`src/hw/rtl/rigt_pkg.sv`:
```
// Shared types and constants for the range image grid triangulator.
// No dependencies; used by every module of the block.
package rigt_pkg;

    localparam int unsigned MAX_COLS_DEF = 1024;
    localparam int unsigned MAX_ROWS_DEF = 1024;

    localparam int unsigned IDX_W   = 20;
    localparam int unsigned DEPTH_W = 32;
    localparam int unsigned DIM_W   = 11;
    // magnitude of a difference of two Q16.16 depths
    localparam int unsigned MAG_W   = DEPTH_W + 1;

    localparam logic [DIM_W-1:0] COLS_RST = DIM_W'(640);
    localparam logic [DIM_W-1:0] ROWS_RST = DIM_W'(480);

    typedef enum logic {
        CFG_IMAGE_COLS = 1'b0,
        CFG_IMAGE_ROWS = 1'b1
    } cfg_reg_t;

    typedef struct packed {
        logic             valid;
        logic [IDX_W-1:0] index;
        logic [DEPTH_W-1:0] depth;
    } pix_t;

    typedef struct packed {
        logic [IDX_W-1:0] a;
        logic [IDX_W-1:0] b;
        logic [IDX_W-1:0] c;
        logic             last;
    } tri_t;

    typedef struct packed {
        logic [1:0] ntri;
        tri_t       t0;
        tri_t       t1;
    } cell_res_t;

endpackage

```
`src/hw/rtl/rigt_tri_queue.sv`:
```
// Two-slot result buffer: holds the triangles of one cell and issues one word per cycle
// while out_stall is low. Depends on rigt_pkg (tri_t, cell_res_t).
module rigt_tri_queue (
    input  logic                clk,
    input  logic                rst_n,
    input  logic                res_valid,
    input  rigt_pkg::cell_res_t res,
    output logic                res_ready,
    output logic                out_valid,
    input  logic                out_stall,
    output rigt_pkg::tri_t      out_tri
);

    logic [1:0]     cnt_reg;
    logic [1:0]     cnt_next;
    rigt_pkg::tri_t slot0_reg;
    rigt_pkg::tri_t slot0_next;
    rigt_pkg::tri_t slot1_reg;
    rigt_pkg::tri_t slot1_next;
    logic           take;
    logic           load;

    assign out_valid = cnt_reg != 2'd0;
    assign take      = out_valid && !out_stall;
    assign res_ready = (cnt_reg == 2'd0) || ((cnt_reg == 2'd1) && take);
    assign load      = res_valid && res_ready;
    assign out_tri   = slot0_reg;

    always_comb
    begin
        cnt_next   = cnt_reg;
        slot0_next = slot0_reg;
        slot1_next = slot1_reg;
        if (load)
        begin
            cnt_next   = res.ntri;
            slot0_next = res.t0;
            slot1_next = res.t1;
        end
        else if (take)
        begin
            cnt_next   = cnt_reg - 2'd1;
            slot0_next = slot1_reg;
        end
    end

    always_ff @(posedge clk or negedge rst_n)
    begin
        if (!rst_n)
            cnt_reg <= 2'd0;
        else
            cnt_reg <= cnt_next;
    end

    always_ff @(posedge clk)
    begin
        slot0_reg <= slot0_next;
        slot1_reg <= slot1_next;
    end

endmodule

```
`config.mk`:
```
export PLATFORM = sky130hd
export DESIGN_NAME = rigt_tri_queue
export DESIGN_NICKNAME = d
export VERILOG_FILES = /design/src/hw/rtl/rigt_pkg.sv /design/src/hw/rtl/rigt_tri_queue.sv
export SDC_FILE = /design/constraint.sdc
export NUM_CORES = 1
export LEC_CHECK = 0
export ABC_AREA = 1
export BUFFER_PORTS_ARGS = -buffer_cell sky130_fd_sc_hd__buf_2
export CORE_ASPECT_RATIO = 1.1
export CORE_UTILIZATION = 45
export CTS_BUF_LIST = sky130_fd_sc_hd__clkbuf_4 sky130_fd_sc_hd__clkbuf_8
export CTS_CLUSTER_SIZE = 25
export DETAILED_ROUTE_END_ITERATION = 10
export PLACE_DENSITY_LB_ADDON = 0.3
export SYNTH_ARGS = -nofsm -noshare
export SYNTH_HDL_FRONTEND = slang
export SYNTH_SLANG_ARGS = --single-unit
export TNS_END_PERCENT = 1
```
`constraint.sdc`:
```
create_clock -name clk -period 2.65 [get_ports clk]
set_input_delay 0 -clock clk [delete_from_list [all_inputs] [get_ports clk]]
set_output_delay 0 -clock clk [all_outputs]
set_load 0.02 [all_outputs]
```
After elaboration in Yosys (flattened, before gate mapping)
Index checks and enable logic that the tools add are counted.
{ "totals": {"reg_bits": 124, "input_bits": 128, "out_inout_bits": 63} }
{ "classes": {"addsub": 1, "n_eq_ne": 1, "n_mux": 4, "reduce_logical": 8} }
{ "op_table": {"columns": ["cell", "n"], "rows": [
  ["61-bit 2-to-1 mux", 2],
  ["2-bit 2-to-1 mux", 2],
  ["2-bit nonzero test", 2],
  ["1-bit logical AND", 3],
  ["2-bit by 1-bit == test with 1-bit output, second input constant", 1],
  ["2-bit logical NOT", 1],
  ["2-bit by 1-bit subtractor with 2-bit output, second input constant", 1],
  ["1-bit logical NOT", 1],
  ["1-bit logical OR", 1]
]} }

Depth between registers and ports, before layout
{ "logic_depth": {"depth_word": 6, "mapped_depth": 9, "ltp_nobuf": 9} }

Least setup slack after synthesis
Ideal clock, no wire load.
{ "synth_path": {"path_type": "register to register", "startpoint": "register cnt_reg[0]", "endpoint": "register slot0_reg, in the netlist out_tri[0] (enable)", "setup_time_ns": 0.421, "t_arrival_ns": 2.483, "required_time_ns": 2.229, "path_slack_ns": -0.254, "path_stages_with_launch": 9, "period_less_slack_ns": 2.904, "cell_sequence": "dfrtp_1 -> inv_1 -> ha_1 -> inv_2 -> nand2_4 -> nand2_2 -> buf_6 -> buf_6 -> nand2_1"} }
{ "synth_via": {"elab_chain_len": 6, "elab_cells_between_ends": 8} }
{ "synth_rtl": {"columns": ["item", "line", "source"], "rows": [
  ["start, declared", "rigt_tri_queue.sv:14", "logic [1:0] cnt_reg;"],
  ["start signal, assigned", "rigt_tri_queue.sv:52", "cnt_reg <= cnt_next;"],
  ["2-bit nonzero test", "rigt_tri_queue.sv:23", "assign out_valid = cnt_reg != 2'd0;"],
  ["via out_valid", "rigt_tri_queue.sv:9", "output logic out_valid,"],
  ["1-bit logical AND", "rigt_tri_queue.sv:24", "assign take = out_valid && !out_stall;"],
  ["1-bit logical AND", "rigt_tri_queue.sv:25", "assign res_ready = (cnt_reg == 2'd0) || ((cnt_reg == 2'd1) && take);"],
  ["1-bit logical OR", "rigt_tri_queue.sv:25", null],
  ["via res_ready", "rigt_tri_queue.sv:8", "output logic res_ready,"],
  ["1-bit logical AND", "rigt_tri_queue.sv:26", "assign load = res_valid && res_ready;"],
  ["2-bit nonzero test (no source line)", null, null],
  ["end signal, assigned", "rigt_tri_queue.sv:57", "slot0_reg <= slot0_next;"],
  ["end, declared", "rigt_tri_queue.sv:16", "rigt_pkg::tri_t slot0_reg;"]
]} }
The timed path passes the listed nets, and every way through them passes these cells.
A chain may end at the register's enable or synchronous reset.

Worst setup path after layout
{ "layout_path": {"startpoint": "register cnt_reg[0]", "endpoint": "register cnt_reg[0]"} }
{ "layout_via": {"elab_chain_len": 6, "elab_cells_between_ends": 11} }
{ "layout_rtl": {"columns": ["item"], "rows": [
  ["parallel branches: the longest is 6 deep, another holds 2-bit by 1-bit subtractor with 2-bit output"]
]} }
Several ways; the timed one is not identified. The select of a mux whose other input is x is not followed.

==> metrics.txt <==
status=complete, no violations; global route overflow=0; crit path DAT=~2.5 ns; Site Rows=38; post-route ant nets=0; core outline area=approximately 0.0099 mm²; largest net degree at the start of global routing=between 80 and 90; global-route wire length before repair=~18,000 µm; Crit Path Max Fanout=4; Worst Max-Slew Pin Slew=between 0.5 and 0.6 ns; Synth Flop Type=edfxtp_1; relative slew slack=between 60% and 70%; buffers added on ports=190; Final Hold Viols=0; Synth cell types=13; leak pwr=between 3 and 4 nW; RSZ-0062 raised after global routing=false; Yosys warnings=0; GP Congestion=between 0.7 and 0.8; Hold EP=cnt_reg[1]$_DFFE_PN0P_; Final Critical Period=between 2 and 2.5 ns; number of flops mapped to enable cells by yosys=between 100 and 150; max-slew violations=0; worst hold path depth=5; Area growth syn-to-layout=59.9%; setup TNS=0 ns; H-tree depth=4; CTS buffer count=17; Die X=98.9 µm; GRT Util Overall=a little under a quarter; Mapped Cells=348; Design Area, Final=between 0.007 and 0.008 mm²; Synth Area per Inst=around 13 µm²; maxcap violations=0; Data required, critical path=a little under 3 ns; number of DRC markers in iteration 0=approximately 140; DP HPWL=6200 µm; drt drc=0; Die ar.=approximately 0.011 mm²; worst r2r src=cnt_reg[0]$_DFFE_PN0P_; reg2reg path depth=9; Max Clock Skew=~0.0075 ns; Hold Path Origin=out_stall; Tcrit/Tclk final=approximately 84%; share of synthesized registers carrying an async set or reset=approximately 1.6%; final setup vio count=0; WL per Instance=between 10 and 15 µm; CP Launch Type=flop; Max Root-Sink Buffers=2; clock tree from TritonCTS=yes; vias per cell=approximately 4.6; number of I/O pins=191; Pwr Density=just under 1000 mW/mm²; Hold WS=0.0555 ns; Skew-Pair Late Insertion Delay=about 0.42 ns; syn_nets=between 400 and 500; worst min path class=in -> reg; post-CTS resize count=0; Yosys reg bits=approximately 120; number of global-route vias before repair=3,873; FF-to-FF End=cnt_reg[0]$_DFFE_PN0P_; CP endpoint kind=flop; CTS clock-pin slew for the worst setup and hold paths=~0.070 ns; Vias=3,735; fmax=around 450 MHz; Chip Height=about 110 µm; dpl cell area=approximately 0.0057 mm²; maximum vdd drop=a little under 0.5 mV; DR pass1 iterations=5; initial antenna violation count=0; Seq/Total Area, Yosys=about 80%; final core utilization=approximately three quarters; CTS sink cnt=124; final WL=11,800 µm; Root Driver=clkbuf_8; kind of critical path=reg -> reg; Initial Utilization=46.7%; final net count=between 800 and 900; worst reg-to-reg setup slack=just over 0.4 ns; Synth Cell Area=around 0.0046 mm²; layout cells sized above 1=33.9%
## cell usage after synthesis (2+ instances only)
cell type,count,area share [%]
nand2_1,194,16
inv_2,3,0.24
nand3_1,2,0.22
inv_1,5,0.40
nand2_2,2,0.27
ha_1,2,0.54
dfrtp_1,2,1.1
edfxtp_1,122,79
buf_2,7,0.75
buf_6,6,1.5
## layout make-up
class	count	area [µm²]
Sequential cell	124	3710
Fill cell	622	2510
Timing Repair Buffer	326	2320
Multi-Input combinational cell	203	801
Clock buffer	20	256
Tap cell	120	150
Clock inverter	12	148
Inverter	8	32.5
Antenna cell	1	2.50
## stage by stage
stage / std cells / power, W / setup slack, ns
detailed placement: 651 / 0.00532 / 0.756
floorplan: 348 / 0.00461 / 0.342
global route: 813 / 0.00757 / 0.275
global placement: 651 / 0.00524 / 0.821
CTS: 813 / 0.00717 / 0.465
finish: 814 / 0.00720 / 0.416
## worst max-delay path by stage
stage	start	cells after the start	to	slack, ns
after floorplan	cnt_reg[0]$_DFFE_PN0P_	8	out_tri[0]$_DFFE_PP_	0.34
after global placement	cnt_reg[0]$_DFFE_PN0P_	8	slot1_reg[29]$_DFFE_PP_	0.82
after detailed placement	cnt_reg[0]$_DFFE_PN0P_	10	out_tri[27]$_DFFE_PP_	0.76
after CTS	cnt_reg[0]$_DFFE_PN0P_	9	cnt_reg[1]$_DFFE_PN0P_	0.47
after global routing	cnt_reg[0]$_DFFE_PN0P_	9	cnt_reg[0]$_DFFE_PN0P_	0.28
final	cnt_reg[0]$_DFFE_PN0P_	9	cnt_reg[0]$_DFFE_PN0P_	0.42
## where the power goes
part | internal (W) | total [W] | switching, W
sequential | 0.00302 | 0.00318 | 0.000159
combinational | 0.000774 | 0.00233 | 0.00156
clock | 0.000955 | 0.00168 | 0.000725
total | 0.00475 | 0.00720 | 0.00244
## cells in the final DEF (no fill, tap or decap)
master,n
nand2_1,193
diode_2,1
nand3b_1,1
bufinv_16,3
clkinv_4,2
dfrtp_1,2
inv_4,1
inv_2,2
dlygate4sd3_1,130
nand2_2,3
clkinvlp_4,2
ha_1,2
clkinv_2,5
clkbuf_8,17
clkbuf_4,3
buf_12,2
edfxtp_1,122
inv_1,5
buf_2,190
nor2_1,1
nand3_1,2
nand2_4,1
buf_4,4
## critical path, stage by stage (launching register included)
cell	delay (ns)
dfrtp_1	0.40
inv_1	0.09
ha_1	0.18
inv_2	0.06
nand2_4	0.09
nand3b_1	0.07
dlygate4sd3_1	0.56
nand2_1	0.07
dlygate4sd3_1	0.57
inv_1	0.05
## repair_timing
action                                 in CTS  in global routing
endpoints found under the hold margin     126                  0
hold buffers                              130                  0
setup buffers                               0                  0
## layer usage
layer | vias up | global-route usage [%] | share of wire (%)
met4 | 0 | 10.7 | 2.3
met5 | - | 0 | 0
li1 | 1831 | - | -
met1 | 1733 | 23.0 | 35
met2 | 150 | 44.1 | 57
met3 | 21 | 6.33 | 6.3
## kinds of logic (layout without fill, tap and decap cells)
group | Yosys count | after routing | synth area share [%]
buffers and inverters | 21 | 366 | 2.86
adder cells (fa/ha/maj) | 2 | 2 | 0.539
flip-flops | 124 | 124 | 80.0
AND/OR/NAND/NOR | 201 | 201 | 16.6
other | 0 | 1 | 0
Note: power is estimated with default switching activity, not from simulation.
