File: src/hw/rtl/rigt_pkg.sv
// Shared types and constants for the range image grid triangulator.
// No dependencies; used by every module of the block.
package rigt_pkg;

    localparam int unsigned MAX_COLS_DEF = 1024;
    localparam int unsigned MAX_ROWS_DEF = 1024;

    localparam int unsigned IDX_W   = 20;
    localparam int unsigned DEPTH_W = 32;
    localparam int unsigned DIM_W   = 11;
    // magnitude of a difference of two Q16.16 depths
    localparam int unsigned MAG_W   = DEPTH_W + 1;

    localparam logic [DIM_W-1:0] COLS_RST = DIM_W'(640);
    localparam logic [DIM_W-1:0] ROWS_RST = DIM_W'(480);

    typedef enum logic {
        CFG_IMAGE_COLS = 1'b0,
        CFG_IMAGE_ROWS = 1'b1
    } cfg_reg_t;

    typedef struct packed {
        logic             valid;
        logic [IDX_W-1:0] index;
        logic [DEPTH_W-1:0] depth;
    } pix_t;

    typedef struct packed {
        logic [IDX_W-1:0] a;
        logic [IDX_W-1:0] b;
        logic [IDX_W-1:0] c;
        logic             last;
    } tri_t;

    typedef struct packed {
        logic [1:0] ntri;
        tri_t       t0;
        tri_t       t1;
    } cell_res_t;

endpackage

File: src/hw/rtl/rigt_cell_eval.sv
// Cell evaluation: neighbour registers, depth difference stage and triangle selection.
// Depends on rigt_pkg (pix_t, tri_t, cell_res_t).
module rigt_cell_eval (
    input  logic                clk,
    input  logic                rst_n,
    input  logic                ld,
    input  rigt_pkg::pix_t      cur_in,
    input  logic                cell_in,
    input  rigt_pkg::pix_t      up_pix,
    output logic                s1_ready,
    output logic                res_valid,
    output rigt_pkg::cell_res_t res,
    input  logic                res_ready
);

    localparam int unsigned MAG_W = rigt_pkg::MAG_W;
    localparam int unsigned IDX_W = rigt_pkg::IDX_W;
    localparam int unsigned DEP_W = rigt_pkg::DEPTH_W;

    function automatic logic [MAG_W-1:0] abs_diff(
        input logic [DEP_W-1:0] x,
        input logic [DEP_W-1:0] y
    );
        logic signed [MAG_W-1:0] dxy;
        logic signed [MAG_W-1:0] dyx;
        dxy = $signed({x[DEP_W-1], x}) - $signed({y[DEP_W-1], y});
        dyx = $signed({y[DEP_W-1], y}) - $signed({x[DEP_W-1], x});
        return dxy[MAG_W-1] ? $unsigned(dyx) : $unsigned(dxy);
    endfunction

    function automatic rigt_pkg::tri_t mk_tri(
        input logic [IDX_W-1:0] a,
        input logic [IDX_W-1:0] b,
        input logic [IDX_W-1:0] c
    );
        rigt_pkg::tri_t t;
        t.a    = a;
        t.b    = b;
        t.c    = c;
        t.last = 1'b0;
        return t;
    endfunction

    // stage 1: current pixel waiting for the line store word
    logic           s1_valid_reg;
    logic           s1_valid_next;
    rigt_pkg::pix_t s1_cur_reg;
    logic           s1_cell_reg;
    // corners 1 and 3 for the pixel now in stage 1
    rigt_pkg::pix_t ul_reg;
    rigt_pkg::pix_t left_reg;
    // stage 2: corner flags, indices and diagonal magnitudes
    logic             s2_valid_reg;
    logic             s2_valid_next;
    logic             s2_cell_reg;
    logic [3:0]       s2_v_reg;
    logic [IDX_W-1:0] s2_i1_reg;
    logic [IDX_W-1:0] s2_i2_reg;
    logic [IDX_W-1:0] s2_i3_reg;
    logic [IDX_W-1:0] s2_i4_reg;
    logic [MAG_W-1:0] s2_m14_reg;
    logic [MAG_W-1:0] s2_m23_reg;

    logic s1_fire;
    logic s2_ready;
    logic s2_go;
    logic split23;

    assign s2_go         = (res.ntri == 2'd0) || res_ready;
    assign s2_ready      = !s2_valid_reg || s2_go;
    assign s1_ready      = !s1_valid_reg || s2_ready;
    assign s1_fire       = s1_valid_reg && s2_ready;
    assign s1_valid_next = s1_ready ? ld : s1_valid_reg;
    assign s2_valid_next = s2_ready ? s1_valid_reg : s2_valid_reg;

    always_ff @(posedge clk or negedge rst_n)
    begin
        if (!rst_n)
        begin
            s1_valid_reg <= 1'b0;
            s2_valid_reg <= 1'b0;
            ul_reg       <= '0;
            left_reg     <= '0;
        end
        else
        begin
            s1_valid_reg <= s1_valid_next;
            s2_valid_reg <= s2_valid_next;
            if (s1_fire)
            begin
                ul_reg   <= up_pix;
                left_reg <= s1_cur_reg;
            end
        end
    end

    always_ff @(posedge clk)
    begin
        if (ld && s1_ready)
        begin
            s1_cur_reg  <= cur_in;
            s1_cell_reg <= cell_in;
        end
        if (s1_fire)
        begin
            s2_cell_reg <= s1_cell_reg;
            s2_v_reg    <= {ul_reg.valid, up_pix.valid, left_reg.valid, s1_cur_reg.valid};
            s2_i1_reg   <= ul_reg.index;
            s2_i2_reg   <= up_pix.index;
            s2_i3_reg   <= left_reg.index;
            s2_i4_reg   <= s1_cur_reg.index;
            s2_m14_reg  <= abs_diff(ul_reg.depth, s1_cur_reg.depth);
            s2_m23_reg  <= abs_diff(up_pix.depth, left_reg.depth);
        end
    end

    // ties go to the 1-4 diagonal
    assign split23 = s2_m14_reg > s2_m23_reg;

    always_comb
    begin
        res.ntri = 2'd0;
        res.t0   = '0;
        res.t1   = '0;
        // v bits: corner 1, 2, 3, 4 from the top down
        case (s2_v_reg)
            4'b1111:
            begin
                res.ntri = 2'd2;
                if (split23)
                begin
                    res.t0 = mk_tri(s2_i1_reg, s2_i3_reg, s2_i2_reg);
                    res.t1 = mk_tri(s2_i2_reg, s2_i3_reg, s2_i4_reg);
                end
                else
                begin
                    res.t0 = mk_tri(s2_i1_reg, s2_i3_reg, s2_i4_reg);
                    res.t1 = mk_tri(s2_i1_reg, s2_i4_reg, s2_i2_reg);
                end
            end
            4'b0111:
            begin
                res.ntri = 2'd1;
                res.t0   = mk_tri(s2_i2_reg, s2_i3_reg, s2_i4_reg);
            end
            4'b1011:
            begin
                res.ntri = 2'd1;
                res.t0   = mk_tri(s2_i1_reg, s2_i3_reg, s2_i4_reg);
            end
            4'b1101:
            begin
                res.ntri = 2'd1;
                res.t0   = mk_tri(s2_i1_reg, s2_i4_reg, s2_i2_reg);
            end
            4'b1110:
            begin
                res.ntri = 2'd1;
                res.t0   = mk_tri(s2_i1_reg, s2_i3_reg, s2_i2_reg);
            end
            default:
            begin
                res.ntri = 2'd0;
            end
        endcase
        if (!s2_valid_reg || !s2_cell_reg)
            res.ntri = 2'd0;
        res.t0.last = (res.ntri == 2'd1);
        res.t1.last = 1'b1;
    end

    assign res_valid = s2_valid_reg && (res.ntri != 2'd0);

endmodule

File: config.mk
export PLATFORM = sky130hd
export DESIGN_NAME = rigt_cell_eval
export DESIGN_NICKNAME = d
export VERILOG_FILES = /design/src/hw/rtl/rigt_pkg.sv /design/src/hw/rtl/rigt_cell_eval.sv
export SDC_FILE = /design/constraint.sdc
export NUM_CORES = 1
export LEC_CHECK = 0
export BUFFER_PORTS_ARGS = -buffer_cell sky130_fd_sc_hd__clkbuf_2
export CAP_MARGIN = 5
export CORE_MARGIN = 3
export CORE_UTILIZATION = 40
export CTS_CLUSTER_DIAMETER = 120
export DETAILED_ROUTE_END_ITERATION = 10
export PLACE_DENSITY_LB_ADDON = 0.25
export SLEW_MARGIN = 5
export SYNTH_ARGS = -nofsm -noshare
export SYNTH_HDL_FRONTEND = slang
export SYNTH_SLANG_ARGS = --single-unit
File: constraint.sdc
create_clock -name clk -period 6.49 [get_ports clk]
set_input_delay 0 -clock clk [delete_from_list [all_inputs] [get_ports clk]]
set_output_delay 0 -clock clk [all_outputs]
set_load 0.01 [all_outputs]
# == Word level (Yosys, flattened, before mapping) ==
# Index checks and enable logic that the tools add are counted.
# word_totals
register_bits,313
# op_classes
eq_ne,6
order_cmp,1
n_reduce_logical,13
mux,7
addsub,4
# ops
op,count
one-hot mux 61 bit (5 select lines),1
subtractor 32 x 32 -> 33 bit,4
two-way mux 82 bit,1
two-way mux 32 bit,2
two-way mux 61 bit,1
greater-than comparator 33 bit,1
"== test 4 bit, second input constant",4
"== test 4 x 3 -> 1 bit, second input constant",1
logical OR 1 bit,4
one-hot mux 2 bit (2 select lines),1
OR reduction 4 bit,1
logical AND 1 bit,3
logical NOT 1 bit,3
"== test 2 x 1 -> 1 bit, second input constant",1
logical NOT 2 bit,1
two-way mux 2 bit,1
nonzero test 2 bit,1

# == Logic depth before layout (Yosys ltp) ==
# logic_depth
depth_word,9
mapped_depth,15
mapped_depth_nobuf,12

# == Worst setup path after synthesis ==
# No wires, ideal clock.
# synth_timing
path_kind,register to register
from,register s2_v_reg[2]
to,register s2_cell_reg (enable)
path_slack_ns,0.296
path_stages_with_launch,10
synth_period_minus_slack_ns,6.194
n_path_buf,3
t_arrival_ns,5.619
path_cell_list,edfxtp_1 clkbuf_1 o21ai_0 a21boi_0 nor2_1 nor3_1 nand2b_1 buf_2 inv_2 clkbuf_1
# synth_between
elab_chain_len,8
elab_cells_between_ends,12
classes_between,5 x eq/ne; 2 x mux; 5 x reduce/logical
# synth_lines
element,line,rtl
start: declaration,rigt_cell_eval.sv:56,logic [3:0] s2_v_reg;
start signal: assignment,rigt_cell_eval.sv:107,"s2_v_reg <= {ul_reg.valid, up_pix.valid, left_reg.valid, s1_cur_reg.valid};"
== test 4 bit or == test 4 x 3 -> 1 bit (tied branches),rigt_cell_eval.sv:126,case (s2_v_reg)
OR reduction 4 bit (no source line),n/a,
one-hot mux 2 bit (2 select lines) (*),rigt_cell_eval.sv:126,
two-way mux 2 bit (*),rigt_cell_eval.sv:166,if (!s2_valid_reg || !s2_cell_reg)
logical NOT 2 bit (*),rigt_cell_eval.sv:69,assign s2_go = (res.ntri == 2'd0) || res_ready;
logical OR 1 bit (*),rigt_cell_eval.sv:69,
logical OR 1 bit (*),rigt_cell_eval.sv:70,assign s2_ready = !s2_valid_reg || s2_go;
logical AND 1 bit (*),rigt_cell_eval.sv:72,assign s1_fire = s1_valid_reg && s2_ready;
net s1_fire,rigt_cell_eval.sv:64,logic s1_fire;
end signal: assignment,rigt_cell_eval.sv:106,s2_cell_reg <= s1_cell_reg;
end: declaration,rigt_cell_eval.sv:55,logic s2_cell_reg;
# The timed path passes the listed nets; every way through them passes the cells marked *.
# A chain may end at the register's enable or synchronous reset.

# == Worst setup path after layout ==
# layout_timing
from,register left_reg[0] (netlist name)
to,register s2_m23_reg[20] (data pin)
# layout_between
elab_chain_len,2
elab_cells_between_ends,3
classes_between,2 x add/sub; 1 x mux
# layout_lines
element,line,rtl
start: declaration,rigt_cell_eval.sv:51,rigt_pkg::pix_t left_reg;
start signal: assignment,rigt_cell_eval.sv:92,left_reg <= s1_cur_reg;
"subtractor 32 x 32 -> 33 bit, on equally long branches","rigt_cell_eval.sv:26, rigt_cell_eval.sv:27",
two-way mux 32 bit (*),rigt_cell_eval.sv:28,return dxy[MAG_W-1] ? $unsigned(dyx) : $unsigned(dxy);
end signal: assignment,rigt_cell_eval.sv:113,"s2_m23_reg <= abs_diff(up_pix.depth, left_reg.depth);"
end: declaration,rigt_cell_eval.sv:62,logic [MAG_W-1:0] s2_m23_reg;
# Every way passes the cells marked *; elsewhere a longest branch is shown, timed or not.

==> results_dict.tcl <==
set metrics [dict create \
    status "finished, final reports clean" \
    grt_pass1_wl_um 83700 \
    synth_cells 2026 \
    initial_core_util 0.408 \
    combPwrFrac 0.312 \
    cts_tree "yes" \
    gp_congestion 0.895 \
    synth-async-reset-ratio 0.345 \
    post-place-ws_ns 2.09 \
    cts-htree-levels 2 \
    die_w_um 227 \
    power_frac_seq 0.375 \
    synth_ff_type "edfxtp_1" \
    final-max-slew-violation-count 0 \
    route.detailed.drc 0 \
    p_int_mw 4.73 \
    finalSetupTns_ns 0 \
    startpoint_type "register" \
    std_cell_rows 80 \
    cp.arrival_ns 4.78 \
    grt_usage 0.207 \
    synth_nets 2302 \
    cp-end-kind "register" \
    clock_latency_ns 0.55 \
    power_density_nw_per_um2 298 \
    cp_cell_sequence "ha_1 > fa_1 > nand2b_1 > a21o_1 > a311oi_1 > a21bo_2 > o211ai_1 > a41oi_4 > buf_4 > mux2_2 > a221oi_2 > xnor2_1" \
    overflow 0 \
    yosys_warnings 0 \
    mostFrequentLayoutCell "nand2_1" \
    slowest_stage "a41oi_4" \
    first_pass_iters 6 \
    synth_enable_flop_cells 205 \
    fin_cells 2963 \
    drive_above_1_share 0.145 \
    final_cell_mix "nand2_1 (271), clkbuf_2 (234), edfxtp_1 (205), inv_1 (192), ha_1 (161)" \
    relSlewSlack 0.242 \
    clockPowerShare 0.313 \
    die_h_um 227 \
    cts_buffers 38 \
    grt_pass1_vias 15100 \
    multi_input_area_um2 9590 \
    fin_crit_ns 4.50 \
    drt_iter0_markers 1455 \
    final_core_util 0.492 \
    io_pins 237 \
    dp_cells 2782 \
    synth_area_um2 19600 \
    hpwl_um 41000 \
    ff_latch_area_um2 8860 \
    ys_types 73 \
    die_area_um2 51700 \
    crit_required_ns 6.77 \
    crit_fanout 27 \
    nNetsFinal 2593 \
    hold_viol 0 \
    portBuffers 235 \
    crit_family "compound AO/OA/AOI/OAI gates" \
    vias 15700 \
    fmax_mhz 222 \
    grt_setup_unrepaired "false" \
    antenna_found_initial 2 \
    core_um2 48000 \
    grt_max_degree 129 \
    ant_nets 0 \
    yosysSeqAreaShare 0.452 \
    maxCapViolations 0 \
    synthDominantCellAreaShare 0.314 \
    syn_to_final_growth_pct 20.6 \
    power_leakage_nw 11.1 \
    root_buffer "clkbuf_16" \
    yosys-top-cells-area "edfxtp_1 (31%), dfrtp_1 (14%), ha_1 (10%), nand2_1 (5.2%), mux2i_1 (4.5%)" \
    p_total_mw 7.04 \
    dpl_cell_area_um2 21200 \
    via_per_inst 5.30 \
    worst_slew_pin_slew_ns 1.13 \
    clk_pin_slew_ns 0.06 \
    post_synth.cell_area_avg_um2 9.68 \
    hold_ws_ns 0.0563 \
    clock_sinks 313 \
    detail_route.wl_per_cell_um 18.3 \
    fill_cells 4449 \
    setup_ws_ns 1.99 \
    p_sw_mw 2.31 \
    ys_ff_latch 313 \
    skew_ns 0.0222 \
    hp-class "in -> async" \
    switching_share 0.328 \
    path_class "reg -> reg" \
    cp.buffers_inverters 1 \
    irDropWorstVdd_uv 211 \
    setup_viol 0 \
    wl_um 54300 \
    max_stage_delay_ns 0.65 \
    synth_top_area_cell "edfxtp_1" \
    finalInstanceArea_um2 23600 \
    cts_buffer_depth 3 \
    min_period_over_period 0.693 \
]
[cell usage after synthesis (all sizes together), types with 61 or more instances]
| master | count |
|---|---|
| inv | 193 |
| a21o | 73 |
| edfxtp | 205 |
| a22o | 61 |
| mux2i | 89 |
| nand2 | 272 |
| dfrtp | 108 |
| clkbuf | 69 |
| a21oi | 138 |
| o21ai | 155 |
| ha | 161 |
| nor2 | 126 |
[worst paths after layout]
kind                              startpoint             end  slack (ns)  cells after the start
worst max-delay path             left_reg[0]  s2_m23_reg[20]        1.99                     12
worst min-delay path                   rst_n      ul_reg[35]        0.06                      2
worst max register to register   left_reg[0]  s2_m23_reg[20]        1.99                     12
worst min register to register  left_reg[33]    s2_i3_reg[1]        0.44                      0
max in group asynchronous              rst_n     left_reg[3]        5.16                      3
min in group clk                  cur_in[10]  s1_cur_reg[10]        0.17                      2
[metal layers]
metal / global-route usage / vias up / routed length [um]
li1: - / 7700 / -
met1: 0.286 / 7406 / 25500
met2: 0.339 / 515 / 24800
met3: 0.0312 / 88 / 2600
met4: 0.0577 / 0 / 1330
met5: 0 / - / 0
[worst reg2reg max path, cell delays in order (launching register included)]
cell and delay, ns:
dfrtp_1 0.40, ha_1 0.22, fa_1 0.42, nand2b_1 0.19, a21o_1 0.21, a311oi_1 0.55
a21bo_2 0.27, o211ai_1 0.12, a41oi_4 0.65, buf_4 0.44, mux2_2 0.41, a221oi_2 0.25
xnor2_1 0.10
[power by group through the flow]
| stage | sequential [mW] | clock [mW] | combinational (mW) |
|---|---|---|---|
| 4_1_cts | 2.64 | 2.27 | 2.18 |
| 5_1_grt | 2.67 | 2.35 | 2.43 |
| 6_report | 2.64 | 2.20 | 2.20 |
| 3_3_place_gp | 2.66 | 0 | 2.09 |
| 3_5_place_dp | 2.68 | 0 | 2.12 |
| 2_1_floorplan | 2.62 | 0 | 1.56 |
[logic make-up (layout without fill, tap and decap cells)]
| kind of cell | count (synthesis) | in the layout | synth area share |
|---|---|---|---|
| AO/OA/AOI/OAI | 561 | 561 | 0.185 |
| XOR/XNOR | 59 | 59 | 0.0273 |
| adder cells (fa/ha/maj) | 165 | 165 | 0.107 |
| buffers and inverters | 300 | 620 | 0.0622 |
| flip-flops | 313 | 313 | 0.452 |
| multiplexers | 93 | 93 | 0.0479 |
| other | 1 | 3 | 0.000191 |
| AND/OR/NAND/NOR | 534 | 534 | 0.119 |
[what timing repair did]
item / in CTS / in global routing
resized for setup: 0 / 0
setup endpoints to repair: 0 / 0
hold buffers: 110 / 0
buffers inserted: 0 / 0
endpoints found under the hold margin: 181 / 0
[final cells by class]
class / instances / area share
multi-input combinational: 1413 / 0.406
sequential: 313 / 0.375
timing repair buffer: 358 / 0.101
clock buffer: 52 / 0.0468
tap: 615 / 0.0325
inverter: 193 / 0.0309
clock inverter: 17 / 0.00889
antenna: 2 / 0.000212
Note: power is estimated with default switching activity, not from simulation.
